`src/rtl/core/pmd_pkg.sv`:
```
`default_nettype none
// ----------------------------------------------------------------------------
// pmd_pkg
// widths and constants shared by the detector tracker modules
// ----------------------------------------------------------------------------
package pmd_pkg;
    localparam int SAMPLE_W   = 10;
    localparam int TIME_W     = 32;
    localparam int IDX_W      = 10;
    localparam int SUM_W      = 19;
    localparam int ACC_W      = 26;
    localparam int AVG_W      = 21;
    localparam int D_W        = 22;
    localparam int DEV_W      = 20;
    localparam int PER_W      = 20;
    localparam int CNT_W      = 16;
    localparam int SKIP_W     = 7;
    localparam int DIVR_W     = 22;
    localparam int MEAS_COUNT = 256;

    localparam logic [PER_W-1:0]  PER_ZERO_DEV = 20'd1000000;
    localparam logic [PER_W-1:0]  PER_MAX      = 20'hFFFFF;
    localparam logic [SKIP_W-1:0] SKIP_LIMIT   = 7'd64;
    localparam logic [CNT_W-1:0]  CNT_MAX      = 16'hFFFF;

    localparam logic [1:0] LED_OFF = 2'd0;
    localparam logic [1:0] LED_POS = 2'd1;
    localparam logic [1:0] LED_NEG = 2'd2;

    localparam logic [1:0] REG_THRESHOLD = 2'd0;
    localparam logic [1:0] REG_WINDOW    = 2'd1;
    localparam logic [1:0] REG_ON_WINDOW = 2'd2;
    localparam logic [1:0] REG_BLANK     = 2'd3;
endpackage
`default_nettype wire

```
`src/rtl/core/pmd_div.sv`:
```
`default_nettype none
// ----------------------------------------------------------------------------
// pmd_div
// bit-serial restoring divider, one quotient bit per cycle
// ----------------------------------------------------------------------------
module pmd_div
    import pmd_pkg::*;
(
    input  wire logic              aclk,
    input  wire logic              aresetn,
    input  wire logic              start,
    input  wire logic [AVG_W-1:0]  dividend,
    input  wire logic [DIVR_W-1:0] divisor,
    output logic                   busy,
    output logic [AVG_W-1:0]       quotient
);
    localparam int CW = $clog2(AVG_W + 1);

    logic [CW-1:0]     cnt_reg;
    logic [AVG_W-1:0]  q_reg;
    logic [DIVR_W-1:0] d_reg;
    logic [DIVR_W:0]   rem_reg;
    logic [DIVR_W:0]   shifted;

    assign shifted  = {rem_reg[DIVR_W-1:0], q_reg[AVG_W-1]};
    assign busy     = (cnt_reg != '0);
    assign quotient = q_reg;

    always_ff @(posedge aclk) begin
        if (!aresetn) begin
            cnt_reg <= '0;
        end else if (start) begin
            cnt_reg <= CW'(AVG_W);
        end else if (busy) begin
            cnt_reg <= cnt_reg - 1'b1;
        end
    end

    always_ff @(posedge aclk) begin
        if (start) begin
            q_reg   <= dividend;
            d_reg   <= divisor;
            rem_reg <= '0;
        end else if (busy) begin
            // quotient bits shift in where dividend bits leave
            if (shifted >= {1'b0, d_reg}) begin
                rem_reg <= shifted - {1'b0, d_reg};
                q_reg   <= {q_reg[AVG_W-2:0], 1'b1};
            end else begin
                rem_reg <= shifted;
                q_reg   <= {q_reg[AVG_W-2:0], 1'b0};
            end
        end
    end
endmodule
`default_nettype wire

```
`src/rtl/core/pulse_metal_detect_tracker_unit.sv`:
```
`default_nettype none
// ----------------------------------------------------------------------------
// pulse_metal_detect_tracker_unit
// burst averaging, baseline tracking and flash-rate metal detection
// ----------------------------------------------------------------------------
// One request is taken at a time. A sample that does not close a burst goes
// from acceptance straight to the output stage, and the next request is taken
// only once its result has entered the output register. The last sample of a
// burst runs three arithmetic steps and the bit-serial divider (one quotient
// bit per cycle, then a step to collect the quotient) before its result is
// emitted; when the deviation is zero no division is needed and the divider
// is skipped. The output register holds a result until it is taken; a
// following result waits in the core until then.
module pulse_metal_detect_tracker_unit
    import pmd_pkg::*;
#(
    parameter int MEAS_CNT = MEAS_COUNT
)(
    input  wire logic                    aclk,
    input  wire logic                    aresetn,
    input  wire logic                    psel,
    input  wire logic                    penable,
    input  wire logic                    pwrite,
    input  wire logic [3:0]              paddr,
    input  wire logic [31:0]             pwdata,
    output logic [31:0]                  prdata,
    output logic                         pready,
    input  wire logic                    s_valid,
    output logic                         s_ready,
    input  wire logic [SAMPLE_W-1:0]     s_sample,
    input  wire logic [TIME_W-1:0]       s_time_ms,
    output logic                         m_valid,
    input  wire logic                    m_ready,
    output logic [1:0]                   m_led_state,
    output logic                         m_burst_done,
    output logic signed [DEV_W-1:0]      m_deviation,
    output logic [CNT_W-1:0]             m_flash_count,
    output logic                         m_metal_found
);
    localparam logic [IDX_W-1:0] LAST_IDX = IDX_W'(MEAS_CNT + 1);

    typedef enum logic [2:0] {
        ST_IDLE, ST_TRIM, ST_DEV, ST_ADAPT, ST_DIV, ST_EMIT
    } state_t;

    state_t state_reg;

    // configuration
    logic [15:0]       thr_reg, win_reg;
    logic [7:0]        onw_reg;
    logic [PER_W-1:0]  blank_reg;
    logic              wr_en;

    assign pready = 1'b1;
    assign wr_en  = psel && penable && pwrite;

    always_ff @(posedge aclk) begin
        if (!aresetn) begin
            thr_reg   <= 16'd50;
            win_reg   <= 16'd500;
            onw_reg   <= 8'd10;
            blank_reg <= 20'd1000;
        end else if (wr_en) begin
            case (paddr[3:2])
                REG_THRESHOLD: thr_reg   <= pwdata[15:0];
                REG_WINDOW:    win_reg   <= pwdata[15:0];
                REG_ON_WINDOW: onw_reg   <= pwdata[7:0];
                REG_BLANK:     blank_reg <= pwdata[PER_W-1:0];
                default:       thr_reg   <= thr_reg;
            endcase
        end
    end

    always_comb begin
        case (paddr[3:2])
            REG_THRESHOLD: prdata = {16'd0, thr_reg};
            REG_WINDOW:    prdata = {16'd0, win_reg};
            REG_ON_WINDOW: prdata = {24'd0, onw_reg};
            REG_BLANK:     prdata = {12'd0, blank_reg};
            default:       prdata = '0;
        endcase
    end

    // tracker state
    logic [IDX_W-1:0]        idx_reg;
    logic [SAMPLE_W-1:0]     min_reg, max_reg;
    logic [SUM_W-1:0]        sum_reg;
    logic [ACC_W-1:0]        acc_reg;
    logic [SKIP_W-1:0]       skip_reg;
    logic signed [DEV_W-1:0] dev_reg;
    logic [PER_W-1:0]        per_reg;
    logic [TIME_W-1:0]       fstart_reg, wstart_reg, now_reg;
    logic [CNT_W-1:0]        run_reg, lat_reg;
    logic                    found_reg;
    logic [SUM_W-1:0]        trim_reg;
    logic [AVG_W-1:0]        avg_reg;
    logic signed [D_W-1:0]   d_reg;
    logic [1:0]              led_reg;
    logic                    done_reg;

    logic                    s_acc;
    logic [SAMPLE_W-1:0]     min_next, max_next;
    logic [SUM_W-1:0]        sum_next;
    logic [1:0]              led_next;
    logic                    in_on, past_per;
    logic [SAMPLE_W:0]       trim_sum;
    logic [SUM_W-1:0]        trimmed;
    logic [ACC_W-1:0]        seed, acc_seeded;
    logic [ACC_W:0]          avg_sum;
    logic [D_W-1:0]          ad;
    logic                    adapt;
    logic [SKIP_W-1:0]       skip_next;
    logic                    div_start, div_busy;
    logic [AVG_W-1:0]        quo;

    assign s_ready = (state_reg == ST_IDLE);
    assign s_acc   = s_valid && s_ready;

    assign min_next = (s_sample < min_reg) ? s_sample : min_reg;
    assign max_next = (s_sample > max_reg) ? s_sample : max_reg;
    assign sum_next = sum_reg + SUM_W'(s_sample);
    assign in_on    = s_time_ms < (fstart_reg + TIME_W'(onw_reg));
    assign past_per = s_time_ms > (fstart_reg + TIME_W'(per_reg));

    always_comb begin
        led_next = LED_OFF;
        if (in_on || past_per) begin
            if (dev_reg > 0) led_next = LED_POS;
            if (dev_reg < 0) led_next = LED_NEG;
        end
        if (per_reg > blank_reg) led_next = LED_OFF;
    end

    assign trim_sum   = {1'b0, min_reg} + {1'b0, max_reg};
    assign trimmed    = (sum_reg >= SUM_W'(trim_sum)) ? sum_reg - SUM_W'(trim_sum) : '0;
    assign seed       = {1'b0, trim_reg, 6'd0};
    assign acc_seeded = (acc_reg == '0) ? {1'b0, trimmed, 6'd0} : acc_reg;
    assign avg_sum    = {1'b0, acc_reg} + (ACC_W+1)'(32);
    assign ad         = d_reg[D_W-1] ? D_W'(-d_reg) : D_W'(d_reg);
    assign adapt      = ad < D_W'(avg_reg[AVG_W-1:10]);
    assign skip_next  = adapt ? '0 : skip_reg + 1'b1;
    assign div_start  = (state_reg == ST_ADAPT) && (d_reg != '0);

    pmd_div u_div (
        .aclk     (aclk),
        .aresetn  (aresetn),
        .start    (div_start),
        .dividend (avg_reg),
        .divisor  ({ad[D_W-2:0], 1'b0}),
        .busy     (div_busy),
        .quotient (quo)
    );

    always_ff @(posedge aclk) begin
        if (!aresetn) begin
            state_reg  <= ST_IDLE;
            idx_reg    <= '0;
            min_reg    <= '1;
            max_reg    <= '0;
            sum_reg    <= '0;
            acc_reg    <= '0;
            skip_reg   <= '0;
            dev_reg    <= '0;
            per_reg    <= '0;
            fstart_reg <= '0;
            wstart_reg <= '0;
            run_reg    <= '0;
            lat_reg    <= '0;
            found_reg  <= 1'b0;
            m_valid    <= 1'b0;
        end else begin
            if (m_valid && m_ready && state_reg != ST_EMIT) m_valid <= 1'b0;
            case (state_reg)
                ST_IDLE: begin
                    if (s_acc) begin
                        min_reg <= min_next;
                        max_reg <= max_next;
                        sum_reg <= sum_next;
                        now_reg <= s_time_ms;
                        led_reg <= led_next;
                        if (in_on && dev_reg > 0 && run_reg != CNT_MAX)
                            run_reg <= run_reg + 1'b1;
                        if (past_per) fstart_reg <= s_time_ms;
                        if (idx_reg >= LAST_IDX) begin
                            done_reg  <= 1'b1;
                            state_reg <= ST_TRIM;
                        end else begin
                            idx_reg   <= idx_reg + 1'b1;
                            done_reg  <= 1'b0;
                            state_reg <= ST_EMIT;
                        end
                    end
                end
                ST_TRIM: begin
                    trim_reg <= trimmed;
                    acc_reg  <= acc_seeded;
                    if ((now_reg - wstart_reg) >= TIME_W'(win_reg)) begin
                        wstart_reg <= now_reg;
                        lat_reg    <= run_reg;
                        run_reg    <= '0;
                        found_reg  <= run_reg > thr_reg;
                    end
                    idx_reg   <= '0;
                    min_reg   <= '1;
                    max_reg   <= '0;
                    sum_reg   <= '0;
                    state_reg <= ST_DEV;
                end
                ST_DEV: begin
                    avg_reg   <= AVG_W'(avg_sum[ACC_W:6]);
                    d_reg     <= D_W'({1'b0, trim_reg}) - D_W'(avg_sum[ACC_W:6]);
                    state_reg <= ST_ADAPT;
                end
                ST_ADAPT: begin
                    if (skip_next > SKIP_LIMIT) begin
                        acc_reg  <= seed;
                        skip_reg <= '0;
                    end else begin
                        skip_reg <= skip_next;
                        if (adapt) acc_reg <= acc_reg + ACC_W'(d_reg);
                    end
                    if (d_reg > D_W'(524287))
                        dev_reg <= DEV_W'(524287);
                    else if (d_reg < -D_W'(524288))
                        dev_reg <= DEV_W'(-524288);
                    else
                        dev_reg <= DEV_W'(d_reg);
                    if (d_reg == '0) begin
                        per_reg   <= PER_ZERO_DEV;
                        state_reg <= ST_EMIT;
                    end else begin
                        state_reg <= ST_DIV;
                    end
                end
                ST_DIV: begin
                    if (!div_busy) begin
                        per_reg   <= (quo > AVG_W'(PER_MAX)) ? PER_MAX : PER_W'(quo);
                        state_reg <= ST_EMIT;
                    end
                end
                ST_EMIT: begin
                    if (!m_valid || m_ready) begin
                        m_valid       <= 1'b1;
                        m_led_state   <= led_reg;
                        m_burst_done  <= done_reg;
                        m_deviation   <= dev_reg;
                        m_flash_count <= lat_reg;
                        m_metal_found <= found_reg;
                        state_reg     <= ST_IDLE;
                    end
                end
                default: state_reg <= ST_IDLE;
            endcase
        end
    end
endmodule
`default_nettype wire

```
`config.mk`:
```
export PLATFORM = sky130hd
export DESIGN_NAME = pulse_metal_detect_tracker_unit
export DESIGN_NICKNAME = d
export VERILOG_FILES = /design/src/rtl/core/pmd_pkg.sv /design/src/rtl/core/pmd_div.sv /design/src/rtl/core/pulse_metal_detect_tracker_unit.sv
export SDC_FILE = /design/constraint.sdc
export NUM_CORES = 1
export LEC_CHECK = 0
export BUFFER_PORTS_ARGS = -buffer_cell sky130_fd_sc_hd__clkbuf_2
export CORE_ASPECT_RATIO = 0.8
export CORE_MARGIN = 5
export CORE_UTILIZATION = 57
export CTS_CLUSTER_SIZE = 14
export DETAILED_ROUTE_END_ITERATION = 6
export GPL_ROUTABILITY_DRIVEN = 0
export PLACE_DENSITY_LB_ADDON = 0.2
export SKIP_CTS_REPAIR_TIMING = 1
export SYNTH_ARGS = -nofsm -noshare
export SYNTH_HDL_FRONTEND = slang
export SYNTH_HIERARCHICAL = 1
export SYNTH_SLANG_ARGS = --single-unit
```
`constraint.sdc`:
```
create_clock -name aclk -period 5.4 [get_ports aclk]
set_input_delay 1.08 -clock aclk [delete_from_list [all_inputs] [get_ports aclk]]
set_output_delay 1.08 -clock aclk [all_outputs]
set_load 0.005 [all_outputs]
```
; ---- Yosys cells after proc, flatten, opt, wreduce, memory -nomap -nowiden
; Cells that the tools add are included.
[totals]
reg_bits = 489
inputBits = 85
output_inout_bits = 75
wordCells = 181
[op_classes]
add_sub_neg = 15
magnitude_cmp = 17
eq_ne = 21
muxes = 48
bitwise_logic = 2
n_reduce_logical = 42
[ops]
columns = op, count
row1 = case mux 32 bit (4 select lines), 1
row2 = 2-to-1 mux 20 bit, 5
row3 = 2-to-1 mux 26 bit, 3
row4 = 2-to-1 mux 10 bit, 6
row5 = case mux 10 bit (2 select lines), 3
row6 = case mux 26 bit (2 select lines), 1
row7 = 2-to-1 mux 16 bit, 3
row8 = 2-to-1 mux 22 bit, 2
row9 = 2-to-1 mux 21 bit, 2
row10 = case mux 20 bit (2 select lines), 1
row11 = 2-to-1 mux 19 bit, 2
row12 = case mux 19 bit (2 select lines), 1
row13 = adder 32 x 20 -> 32 bit, 1
row14 = adder 32 x 8 -> 32 bit, 1
row15 = >= comparator 32 x 16 -> 1 bit, 1
row16 = greater-than comparator 32 bit, 1
row17 = < comparator 32 bit, 1
row18 = case mux 16 bit (2 select lines), 1
row19 = subtractor 32 bit, 1
row20 = adder 26 x 6 -> 27 bit (second input constant), 1
row21 = AND reduction 3 bit, 9
row22 = adder 26 bit, 1
row23 = zero test 26 bit, 1
row24 = >= comparator 23 x 22 -> 1 bit, 1
row25 = 53 further kinds, 95

; ---- Depth between registers and ports, before layout
[depth]
word_depth = 7
ltp_mapped = 27
depth_no_buf = 26

; ---- Cells and area by module
; The synthesis kept the hierarchy.
[by_module_without_submodules]
columns = module, n_inst, cells_per_inst, area_each_um2, seq_area_each_um2
row1 = pulse_metal_detect_tracker_unit, 1, 3146, 27241.1, 9779.4
row2 = pmd_div, 1, 382, 3982.6, 1831.8

; ---- Worst setup path after synthesis
; No wires, ideal clock.
[synth_path]
path_type = register -> register
startpoint = register per_reg[0]
endpoint = register fstart_reg[23]
arrival_ns = 4.958
required_time_ns = 5.271
slack_ns = 0.312
stages_incl_launch_ff = 28
n_path_buf = 1
period_less_slack_ns = 5.088
cell_sequence = dfxtp_1 > ha_1 > inv_1 > fa_1 > nor2b_1 > o21ai_0 > a21oi_1 > o21ai_0 > o311ai_0 > a31oi_1 > o21a_1 > a21oi_1 > nor2b_1 > nand3_1 > xor2_1 > ha_1 > a21o_1 > a21o_1 > a21o_1 > a21o_1 > a21o_1 > a21o_1 > a21o_1 > a211oi_1 > nor3_1 > clkbuf_1 > nand3_1 > o21ai_0
[synth_between]
elab_chain_cells = 3
[synth_lines]
columns = item, line
row1 = "start, declared", pulse_metal_detect_tracker_unit.sv:91  ; logic [PER_W-1:0] per_reg;
row2 = "start signal, assigned", pulse_metal_detect_tracker_unit.sv:237  ; per_reg <= (quo > AVG_W'(PER_MAX)) ? PER_MAX : PER_W'(quo);
row3 = adder 32 x 20 -> 32 bit, pulse_metal_detect_tracker_unit.sv:123  ; assign past_per = s_time_ms > (fstart_reg + TIME_W'(per_reg));
row4 = greater-than comparator 32 bit, pulse_metal_detect_tracker_unit.sv:123
row5 = AND reduction 3 bit (no source line), -
row6 = "end signal, assigned", pulse_metal_detect_tracker_unit.sv:183  ; if (past_per) fstart_reg <= s_time_ms;
row7 = "end, declared", pulse_metal_detect_tracker_unit.sv:92  ; logic [TIME_W-1:0] fstart_reg, wstart_reg, now_reg;
; Every way passes these cells.
; A chain may end at the register's enable or synchronous reset.

; ---- Worst setup path after layout
[layout_path]
startpoint = register per_reg[1]
endpoint = register led_reg[1] (data pin)
[layout_between]
elab_chain_cells = 5
elab_cells_between_ends = 6
[layout_lines]
columns = item, line
row1 = adder 32 x 20 -> 32 bit, pulse_metal_detect_tracker_unit.sv:123
row2 = greater-than comparator 32 bit, pulse_metal_detect_tracker_unit.sv:123
row3 = logical OR 1 bit, pulse_metal_detect_tracker_unit.sv:127  ; if (in_on || past_per) begin
row4 = inverter 1 bit (no source line), -
row5 = OR reduction 2 bit (no source line) (*), -
row6 = "end signal, assigned", pulse_metal_detect_tracker_unit.sv:180  ; led_reg <= led_next;
row7 = "end, declared", pulse_metal_detect_tracker_unit.sv:98  ; logic [1:0] led_reg;
; Every way passes the cells marked *; elsewhere a longest branch is shown, timed or not.

==> summary.txt <==
Synth
  • Synth top area share: 0.1988
  • Simple-gate share of the synthesized area: 0.1581
  • Largest family of logic cells by synthesized area: compound AO/OA/AOI/OAI gates
  • Number of synthesized flops with an enable pin: 180
  • Area leader, netlist: dfxtp_1
  • Synth Flop Type: dfxtp_1
  • Syn. warnings: 6
  • Adder-Cell Fraction of Synth Area: 0.1296
  • Post-synthesis compound-gate area fraction: 0.1887
  • Most numerous cell in the Yosys netlist: nand2_1
  • Xor and xnor fraction of the mapped netlist area: 0.06003
  • Synth area leaders: dfxtp_1 20%, edfxtp_1 17%, ha_1 12%
  • Syn Inst Count: 3528
  • Top cells by count, synth: 318 x nand2_1, 311 x a21oi_1, 310 x dfxtp_1
  • Post-synth cell types: 90
  • Mux share of post-synthesis cell area: 0.03939
  • Mapped Area: 31220 um2
  • FFs w/ async S/R, synth: 0
  • Sequential-to-total area share from yosys stat: 0.3719
  • FF+latch count, synth: 490
  • Avg Inst Size Synth: 8.850 um2

Min path
  • Hold Crit Class: register to register
  • Worst min-delay path startpoint: lat_reg[10]$_SDFFE_PN0P_

Setup path
  • Worst r2r src: per_reg[1]$_SDFFE_PN0P_
  • Worst setup path startpoint: per_reg[1]$_SDFFE_PN0P_
  • Top delay family on crit path: compound AO/OA/AOI/OAI gates
  • Worst Path Required: 5760 ps
  • CP peak stage delay: 310 ps
  • CP Max Fanout: 3
  • Critical path endpoint category: register
  • Worst path slowest cell: dfxtp_1
  • Most used cell, CP: a21o_1
  • CP startpoint kind: register
  • CP Data Arrival Time: 5580 ps
  • Critical path class: register to register
  • Worst path buffer plus inverter count: 2

Clock network
  • Clock sinks: 490
  • Clk buf depth: 3
  • H-tree depth: 2
  • Clock-pin slew on the worst setup and hold paths: 60 ps
  • Worst-skew pair later-pin latency: 620 ps
  • Clk root buf: clkbuf_16
  • CTS tree: yes
  • TritonCTS Buffers: 50

Drt
  • Initial DRC Count: 2730
  • Total wire length: 88870 um
  • Avg Vias per Cell: 6.220
  • Residual DRC: 0
  • Avg WL per Cell: 20.25 um
  • Vias: 27290
  • First-pass DRT Iterations: 6
  • Post-route ant nets: 0

Final layout
  • FILL cells: 4404
  • Register area: 11610 um2
  • Share of layout cells above drive strength 1: 0.1132
  • Nets: 4046
  • Area of the multi-input gates: 18260 um2
  • Area growth syn-to-layout: 11.68%
  • Finished Layout Cells: 4388

STA
  • Tightest Pin Transition: 1279 ps
  • Fin worst setup slack: 179.2 ps
  • Final setup vio count: 0
  • Tcrit/Tclk final: 0.9668
  • Max-slew headroom: 0.1439
  • Minimum clock period: 5221 ps
  • Worst Skew: 33.51 ps
  • Setup tns final: 0 ps
  • FMAX: 0.1915 GHz
  • Slew Viols, Final: 0
  • Final hold vios: 0

Power
  • P per Cell Area: 380.0 nW/um2
  • VDD IR max: 0.0002494 V
  • Static Leakage: 14.37 nW

Placed design
  • Hpwl dp: 65930 um
  • Input/output buffers: 132
  • DP Cell Count: 4281
  • Post-Place Setup Slack: -343.4 ps

Floorplanning
  • Initial Util: 0.5781
  • Chip Height: 219.3 um
  • Row cnt: 76
  • Core Area: 54010 um2
  • Full die area: 59590 um2
  • Ports: 160
  • Die width: 271.7 um

GRT
  • First-pass GRT wire length: 139800 um
  • GR Overflow Total: 0
  • Largest net degree at the start of global routing: 99
  • Vias in the first global route: 26110
  • Initial antenna violation count: 2
  • Total GRT Usage: 0.2854

Flow run
  • Max-cap violations: 0

Outcome
  • Outcome: finished, final reports clean
==> through the flow <==
| stage | area [um2] | power [W] | hold slack [ps] | util |
|---|---|---|---|---|
| after global routing | 34870 | 0.01399 | 425.5 | 0.6455 |
| after CTS | 34570 | 0.01317 | 425.1 | 0.6400 |
| after detailed placement | 32740 | 0.009344 | 405.9 | 0.6062 |
| after global placement | 32740 | 0.009131 | 408.0 | 0.6062 |
| after floorplan | 31270 | 0.008150 | 400.3 | - |
| final | 34870 | 0.01325 | 424.1 | 0.6456 |
==> worst paths after layout <==
kind | to | slack, ps | cells after the start
worst max register to register | led_reg[1]$_SDFFCE_PP0P_ | 180 | 26
worst min register to register | m_flash_count[10]$_DFFE_PP_ | 420 | 0
worst min-delay path | m_flash_count[10]$_DFFE_PP_ | 420 | 0
worst max-delay path | led_reg[1]$_SDFFCE_PP0P_ | 180 | 26
==> cell families after synthesis <==
family / count (synthesis)
other cells: 2
buf+inv: 411
simple gates: 1037
xor+xnor: 214
flops: 490
compound gates: 947
fa+ha+maj: 318
mux: 109
==> area by class of cell <==
class | count | share of cell area
Clock inverter | 25 | 0.008217
Inverter | 251 | 0.02709
Antenna cell | 1 | 0.00007176
Clock buffer | 69 | 0.04417
Multi-Input combinational cell | 2639 | 0.5237
Timing Repair Buffer | 211 | 0.03854
Tap cell | 702 | 0.02519
Sequential cell | 490 | 0.3330
==> routing by layer <==
metal  routed length, um  part of all wire  GRT usage  vias to the layer above
met4                2061             0.023    0.07472                        4
li1                    -                 -          -                    12920
met1               38880              0.44     0.4022                    13120
met2               40060              0.45     0.4608                     1077
met3                7849             0.088    0.04733                      174
met5                  21           0.00024          0                        -
==> report_power, final <==
group / internal [W] / switching (W) / leakage (nW) / total [W]
logic: 0.00192 / 0.00275 / 9.29 / 0.00466
clock network: 0.00225 / 0.00157 / 0.884 / 0.00381
registers: 0.00437 / 0.000404 / 4.20 / 0.00477
==> placed cells by master, fill, tap and decap left out, drive strengths merged, types with 15 or more instances in the layout <==
cell,netlist,routed
o21a,26,26
nand2b,33,33
o22ai,15,15
a31oi,18,18
edfxtp,180,180
nand3,151,151
xnor2,129,129
nor3,58,58
nor4,25,25
xor2,85,85
dfxtp,310,310
and3,38,38
o21ai,239,239
buf,41,78
a211oi,36,36
nand4,55,55
and2,15,15
inv,250,254
clkbuf,119,202
nor2,239,239
o31ai,18,18
o211ai,40,40
a21o,90,90
nor2b,34,34
nand2,318,318
a22oi,15,15
mux2,31,31
o21bai,26,26
ha,309,309
mux2i,70,70
a211o,21,21
a21oi,313,313
(Power assumes the default switching activity.)
